## src/sv/mcg_pkg.sv

```systemverilog
// shared types, constants and tables of the month calendar grid
// no dependencies
`default_nettype none

package mcg_pkg;

    localparam logic [11:0] BASE_YEAR  = 12'd1583;
    // leap years in 1..1582
    localparam logic [12:0] LEAPS_BASE = 13'd383;
    localparam logic [3:0]  LAST_MONTH = 4'd11;
    localparam logic [3:0]  FEBRUARY   = 4'd1;
    localparam logic [3:0]  MARCH      = 4'd2;

    // floor(p / 100) = (p * 5243) >> 19 for any 12-bit p
    localparam logic [12:0] RECIP_100 = 13'd5243;
    localparam int          SHIFT_100 = 19;
    // floor(x / 7) = (x * 2341) >> 14 for any 12-bit x
    localparam logic [11:0] RECIP_7   = 12'd2341;
    localparam int          SHIFT_7   = 14;

    typedef struct packed {
        logic load;
        logic mul;
        logic sum;
        logic div;
        logic rem;
        logic step;
    } t_cmd;

    typedef struct packed {
        logic month_ok;
        logic last_day;
    } t_status;

    function automatic logic [4:0] month_len(input logic [3:0] m);
        logic [4:0] len;
        unique case (m)
            4'd1:                      len = 5'd28;
            4'd3, 4'd5, 4'd8, 4'd10:   len = 5'd30;
            default:                   len = 5'd31;
        endcase
        return len;
    endfunction

    function automatic logic [8:0] month_before(input logic [3:0] m);
        logic [8:0] days;
        unique case (m)
            4'd0:    days = 9'd0;
            4'd1:    days = 9'd31;
            4'd2:    days = 9'd59;
            4'd3:    days = 9'd90;
            4'd4:    days = 9'd120;
            4'd5:    days = 9'd151;
            4'd6:    days = 9'd181;
            4'd7:    days = 9'd212;
            4'd8:    days = 9'd243;
            4'd9:    days = 9'd273;
            4'd10:   days = 9'd304;
            4'd11:   days = 9'd334;
            default: days = 9'd0;
        endcase
        return days;
    endfunction

endpackage

`default_nettype wire

```

## src/sv/mcg_ctrl.sv

```systemverilog
// controller of the month calendar grid: sequences the weekday steps and the day beats
// depends on mcg_pkg
`default_nettype none

module mcg_ctrl (
    input  wire logic           i_clk,
    input  wire logic           i_rst_n,
    input  wire logic           i_valid,
    input  wire logic           i_ready,
    input  wire mcg_pkg::t_status i_status,
    output logic                o_ready,
    output logic                o_valid,
    output mcg_pkg::t_cmd       o_cmd
);

    typedef enum logic [2:0] {
        S_IDLE,
        S_MUL,
        S_SUM,
        S_DIV,
        S_REM,
        S_EMIT
    } t_state;

    t_state r_state;
    logic   r_out_valid;
    logic   in_beat;
    logic   out_beat;

    assign o_ready  = (r_state == S_IDLE);
    assign o_valid  = r_out_valid;
    assign in_beat  = i_valid && o_ready;
    assign out_beat = r_out_valid && i_ready;

    always_comb begin
        o_cmd      = '0;
        o_cmd.load = in_beat;
        o_cmd.mul  = (r_state == S_MUL);
        o_cmd.sum  = (r_state == S_SUM);
        o_cmd.div  = (r_state == S_DIV);
        o_cmd.rem  = (r_state == S_REM);
        o_cmd.step = out_beat;
    end

    always_ff @(posedge i_clk) begin
        if (!i_rst_n) begin
            r_state     <= S_IDLE;
            r_out_valid <= 1'b0;
        end else begin
            unique case (r_state)
                S_IDLE: begin
                    // an out-of-range month gives no beats
                    if (in_beat && i_status.month_ok) begin
                        r_state <= S_MUL;
                    end
                end
                S_MUL: r_state <= S_SUM;
                S_SUM: r_state <= S_DIV;
                S_DIV: r_state <= S_REM;
                S_REM: begin
                    r_state     <= S_EMIT;
                    r_out_valid <= 1'b1;
                end
                S_EMIT: begin
                    if (out_beat && i_status.last_day) begin
                        r_state     <= S_IDLE;
                        r_out_valid <= 1'b0;
                    end
                end
                default: begin
                    r_state     <= S_IDLE;
                    r_out_valid <= 1'b0;
                end
            endcase
        end
    end

endmodule

`default_nettype wire

```

## src/sv/mcg_datapath.sv

```systemverilog
// datapath of the month calendar grid: weekday of the first, then day and cell counters
// depends on mcg_pkg
`default_nettype none

module mcg_datapath (
    input  wire logic           i_clk,
    input  wire logic [11:0]    i_year,
    input  wire logic [3:0]     i_month,
    input  wire mcg_pkg::t_cmd  i_cmd,
    output mcg_pkg::t_status    o_status,
    output logic [4:0]          o_day_number,
    output logic [5:0]          o_cell_index,
    output logic                o_last
);

    logic [11:0] r_year;
    logic [3:0]  r_month;
    logic [11:0] r_p;
    logic [5:0]  r_q;
    logic        r_leap;
    logic [11:0] r_sum;
    logic [9:0]  r_q7;
    logic [4:0]  r_day;
    logic [5:0]  r_cell;
    logic [4:0]  r_len;

    logic [11:0] year_c;
    logic [24:0] prod100;
    logic [6:0]  rem100;
    logic [5:0]  q_plus;
    logic        n_leap;
    logic [12:0] n_sum;
    logic [23:0] prod7;
    logic [2:0]  mod7;
    logic [2:0]  col;

    assign year_c = (i_year < mcg_pkg::BASE_YEAR) ? mcg_pkg::BASE_YEAR : i_year;

    // q = floor((year - 1) / 100)
    assign prod100 = 25'(r_p) * 25'(mcg_pkg::RECIP_100);

    // year is a century year exactly when (year - 1) mod 100 is 99
    assign rem100 = 7'(r_p - (12'(r_q) * 12'd100));
    assign q_plus = r_q + 6'd1;
    assign n_leap = (r_year[1:0] == 2'd0) && ((rem100 != 7'd99) || (q_plus[1:0] == 2'd0));

    // day count since the base year, only its value mod 7 matters later
    assign n_sum = 13'(r_year - mcg_pkg::BASE_YEAR) + 13'(r_p[11:2]) + 13'(r_q[5:2])
                 + 13'(mcg_pkg::month_before(r_month))
                 + 13'(n_leap && (r_month >= mcg_pkg::MARCH))
                 - 13'(r_q) - mcg_pkg::LEAPS_BASE;

    assign prod7 = 24'(r_sum) * 24'(mcg_pkg::RECIP_7);
    assign mod7  = 3'(r_sum - (12'(r_q7) * 12'd7));
    // base day is a saturday
    assign col   = (mod7 == 3'd0) ? 3'd6 : 3'(mod7 - 3'd1);

    always_ff @(posedge i_clk) begin
        if (i_cmd.load) begin
            r_year  <= year_c;
            r_month <= i_month;
            r_p     <= year_c - 12'd1;
        end
        if (i_cmd.mul) begin
            r_q <= 6'(prod100 >> mcg_pkg::SHIFT_100);
        end
        if (i_cmd.sum) begin
            r_sum  <= 12'(n_sum);
            r_leap <= n_leap;
        end
        if (i_cmd.div) begin
            r_q7 <= 10'(prod7 >> mcg_pkg::SHIFT_7);
        end
        if (i_cmd.rem) begin
            r_day  <= 5'd1;
            r_cell <= 6'(col);
            r_len  <= mcg_pkg::month_len(r_month)
                    + 5'(r_leap && (r_month == mcg_pkg::FEBRUARY));
        end else if (i_cmd.step) begin
            // row * 7 + column moves by one cell per day
            r_day  <= r_day + 5'd1;
            r_cell <= r_cell + 6'd1;
        end
    end

    assign o_status.month_ok = (i_month <= mcg_pkg::LAST_MONTH);
    assign o_status.last_day = (r_day == r_len);
    assign o_day_number      = r_day;
    assign o_cell_index      = r_cell;
    assign o_last            = (r_day == r_len);

endmodule

`default_nettype wire

```

## src/sv/month_calendar_grid.sv

```systemverilog
// channel   direction   signals                                       payload
// request   in          i_valid / o_ready                             i_year, i_month
// day       out         o_valid / i_ready                             o_day_number, o_cell_index, o_last
//
// after a request is taken, the weekday of the first is found (one reciprocal multiply
// for the century count, one sum, one reciprocal multiply and a subtract for mod 7),
// then gives 28 to 31 day beats, one per cycle while i_ready is high
// a request with a month above 11 is taken and gives no beats
// the next request is taken once the last day beat has gone; o_ready is low meanwhile
// reset (i_rst_n low at a clock edge) returns the controller to idle with no beat pending
// depends on mcg_pkg, mcg_ctrl, mcg_datapath
`default_nettype none

module month_calendar_grid (
    input  wire logic           i_clk,
    input  wire logic           i_rst_n,
    input  wire logic           i_valid,
    output logic                o_ready,
    input  wire logic [11:0]    i_year,
    input  wire logic [3:0]     i_month,
    output logic                o_valid,
    input  wire logic           i_ready,
    output logic [4:0]          o_day_number,
    output logic [5:0]          o_cell_index,
    output logic                o_last
);

    mcg_pkg::t_cmd    cmd;
    mcg_pkg::t_status status;

    mcg_ctrl u_ctrl (
        .i_clk    (i_clk),
        .i_rst_n  (i_rst_n),
        .i_valid  (i_valid),
        .i_ready  (i_ready),
        .i_status (status),
        .o_ready  (o_ready),
        .o_valid  (o_valid),
        .o_cmd    (cmd)
    );

    mcg_datapath u_datapath (
        .i_clk        (i_clk),
        .i_year       (i_year),
        .i_month      (i_month),
        .i_cmd        (cmd),
        .o_status     (status),
        .o_day_number (o_day_number),
        .o_cell_index (o_cell_index),
        .o_last       (o_last)
    );

endmodule

`default_nettype wire

```

## config.mk

```make
export PLATFORM = sky130hd
export DESIGN_NAME = month_calendar_grid
export DESIGN_NICKNAME = d
export VERILOG_FILES = /design/src/sv/mcg_pkg.sv /design/src/sv/mcg_ctrl.sv /design/src/sv/mcg_datapath.sv /design/src/sv/month_calendar_grid.sv
export SDC_FILE = /design/constraint.sdc
export NUM_CORES = 1
export LEC_CHECK = 0
export BUFFER_PORTS_ARGS = -buffer_cell sky130_fd_sc_hd__buf_4
export CORE_UTILIZATION = 35
export DETAILED_ROUTE_END_ITERATION = 6
export GPL_TIMING_DRIVEN = 0
export SYNTH_ARGS = -nofsm -noshare
export SYNTH_HDL_FRONTEND = slang
export SYNTH_HIERARCHICAL = 1
export SYNTH_SLANG_ARGS = --single-unit
export TNS_END_PERCENT = 50
```

## constraint.sdc

```tcl
create_clock -name i_clk -period 14.41 [get_ports i_clk]
set_input_delay 0.7205 -clock i_clk [delete_from_list [all_inputs] [get_ports i_clk]]
set_output_delay 0.7205 -clock i_clk [all_outputs]
set_load 0.1 [all_outputs]
```

==> flow_summary.json <==
{
  "wl_per_cell_um": 12.9,
  "synth-warning-count": 6,
  "timing_hold_violations_final": 0,
  "report.final.slew_viol_count": 0,
  "port_buffers": 31,
  "status": "finished, final reports clean",
  "numClockSinks": 77,
  "hold_start": "u_datapath/o_cell_index[5]",
  "critical-path-slowest-cell": "edfxtp_1",
  "regToRegEndpoint": "u_datapath/r_q[2]",
  "timing.hold.ws_ps": 488,
  "path_cells": "inv_1 > fa_1 > fa_1 > fa_1 > inv_1 > fa_1 > inv_1 > fa_1 > inv_1 > ha_1 > o2111ai_1 > nand3_1 > nand4_1 > a31oi_1 > or4_2 > o311ai_0",
  "cp_data_arrival_time_ps": 5580,
  "ys_seq_area_frac": 0.243,
  "start_util": 0.357,
  "number_of_vias_per_cell_after_detailed_routing": 4.63,
  "clkTransAtPathRegs_ps": 60,
  "post_cts_hold_buffer_count": 0,
  "clk_root_buffer_cell": "clkbuf_16",
  "postSynthNetCount": 1122,
  "cts_max_path_buffers": 2,
  "grt_start_max_net_pins": 30,
  "avg_synthesized_cell_area_um2": 10.1,
  "layout-drive-gt1-share": 0.0733,
  "cts_post_setup_buffers_inserted": 0,
  "via_count": 5677,
  "antenna_found_initial": 0,
  "overflow": 0,
  "setup.worst_path.end_class": "flip-flop",
  "floorplan.rows": 57,
  "critical_path_cell_count": 16,
  "die_w_um": 159,
  "fraction_of_registers_with_async_set_reset": 0,
  "coreArea_um2": 24200,
  "synth_area_leaders": "ha_1, edfxtp_1, fa_1",
  "groute.usage.overall": 0.133,
  "drtIter0Drc": 236,
  "count_of_state_elements_after_synthesis": 77,
  "finalSetupViolations": 0,
  "category_of_cells_accounting_for_the_largest_share_of_critical_path_delay": "adder cells",
  "worst_slew_margin_rel": 0.283,
  "detail_route.wirelength_um": 15800,
  "num_antenna_cells": 0,
  "synth_top_area_frac": 0.240,
  "grt_setup_unrepaired": "false",
  "min_delay_path_depth": 2,
  "die_outline_height_um": 159,
  "number_of_standard_cells_after_synthesis": 854,
  "clock_latency_ps": 340,
  "htree_num_levels": 3,
  "holdCritPathClass": "flip-flop to flip-flop",
  "fmax_ghz": 0.183,
  "final_min_period_over_clock_period": 0.380,
  "cp_max_fo": 7,
  "wire_length_of_the_first_global_routing_pass_um": 27000,
  "transition_at_the_pin_with_the_smallest_max_transition_slack_ps": 1070,
  "detailed_place_hpwl_um": 13200,
  "fillerInstances": 2438,
  "worstReg2RegStart": "u_datapath/r_p[6]",
  "cts_tree": "built",
  "final_core_utilization": 0.396,
  "crit_path_class": "flip-flop to flip-flop",
  "timing.clock.skew_ps": 6.57,
  "drc": 0,
  "die_area_um2": 25300,
  "ctsResizeCount": 0,
  "layout.nets": 1164,
  "synth_enable_flop_cells": 56,
  "maximum_capacitance_violations": 0,
  "critPathLaunchType": "flip-flop",
  "synthDistinctLibCells": 56,
  "grt_pass1_vias": 5735,
  "worst_path_bufs_invs": 4,
  "reg2reg_setup_slack_ps": 8940,
  "r2r.worst_path.cells": 16,
  "yosys.area.top_type": "ha_1",
  "cts-buffers-inserted": 9,
  "mappedNetlistArea_um2": 8640,
  "cp_slowest_stage_delay_ps": 660,
  "area_delta_synth_final_pct": 11.0,
  "timing.critical_path.mode_cell": "fa_1",
  "final_antenna_net_count": 0,
  "firstDrtPassIters": 4,
  "finalWeightedCongestion": 0.815,
  "worstPathRequired_ps": 14520,
  "io_count": 34,
  "worst_hold_path.endpoint": "u_datapath/o_cell_index[5]",
  "setup_tns_ps": 0,
  "synthFlopType": "edfxtp_1",
  "post-route-min-period_ps": 5470
}
==> worst max-delay path by stage <==
stage / slack [ps] / from / to
detailed placement: 8910 / u_datapath/r_p[6] / u_datapath/r_q[2]
global route: 8610 / u_datapath/r_p[6] / u_datapath/r_q[2]
global placement: 9000 / u_datapath/r_p[6] / u_datapath/r_q[2]
finish: 8940 / u_datapath/r_p[6] / u_datapath/r_q[2]
floorplan: 9520 / u_datapath/r_p[9] / u_datapath/r_q[5]
CTS: 8880 / u_datapath/r_p[6] / u_datapath/r_q[2]
==> layer usage <==
| layer | GRT usage | wire length, um | vias to the layer above |
|---|---|---|---|
| met5 | 0 | 0 | - |
| met4 | 0.0310 | 215 | 0 |
| met3 | 0.0253 | 519 | 17 |
| met2 | 0.218 | 7250 | 74 |
| met1 | 0.180 | 7780 | 2694 |
| li1 | - | - | 2892 |
==> cell usage in the layout, fill, tap and decap left out, drive strengths merged, types with 4 or more instances in the layout <==
cell type / netlist / layout
inv: 217 / 217
or2: 7 / 7
nand2: 24 / 24
xor2: 18 / 18
dfxtp: 21 / 21
nand4: 10 / 10
a21o: 9 / 9
edfxtp: 56 / 56
fa: 82 / 82
nand3: 7 / 7
ha: 166 / 166
nor3b: 5 / 5
nor3: 13 / 13
or3: 5 / 5
a31oi: 5 / 5
buf: 4 / 35
and2: 5 / 5
or4: 4 / 4
nor2b: 5 / 5
a21oi: 33 / 33
nand2b: 10 / 10
xnor2: 36 / 36
o21ai: 16 / 16
clkbuf: 7 / 18
a211oi: 5 / 5
nor2: 32 / 32
o31ai: 4 / 4
mux2i: 7 / 7
==> per-stage QoR <==
stage          worst slack [ps]  instances  cell area, um^2
6_report                   8940       1225             9590
5_1_grt                    8610       1225             9590
2_1_floorplan              9520        854             8640
4_1_cts                    8880       1225             9590
3_3_place_gp               9000       1209             9280
3_5_place_dp               8910       1209             9280
==> cells in the mapped netlist (all sizes together) (13+ instances only) <==
cell type and count:
inv 217, ha 166, fa 82, edfxtp 56, xnor2 36, a21oi 33, nor2 32, nand2 24
dfxtp 21, xor2 18, o21ai 16, nor3 13
==> worst register-to-register path: stages (launching register included) <==
cell	delay, ps
edfxtp_1	660
inv_1	130
fa_1	630
fa_1	460
fa_1	520
inv_1	60
fa_1	520
inv_1	50
fa_1	540
inv_1	50
ha_1	300
o2111ai_1	110
nand3_1	150
nand4_1	170
a31oi_1	100
or4_2	660
o311ai_0	140
==> kinds of logic (layout without fill, tap and decap cells) <==
kind of cell,after synthesis,in the layout,share of synthesized area
AO/OA/AOI/OAI,100,100,0.0753
XOR/XNOR,54,54,0.0547
adder cells (fa/ha/maj),248,248,0.430
buffers and inverters,228,275,0.100
flip-flops,77,77,0.243
multiplexers,10,10,0.0120
other,1,1,0.000434
AND/OR/NAND/NOR,136,136,0.0838
==> area by class of cell <==
class                           count  area (um^2)  area share
Tap cell                          324          405      0.0423
Multi-Input combinational cell    549         5670       0.592
Buffer                             11         53.8     0.00561
Timing Repair Buffer               31          233      0.0243
Clock buffer                       11          233      0.0243
Clock inverter                      5         76.3     0.00796
Sequential cell                    77         2100       0.219
Inverter                          217          815      0.0849
Power is left out: the tool's default activity adds up to more than one toggle a clock period on the data nets, which glitch-free logic cannot reach.
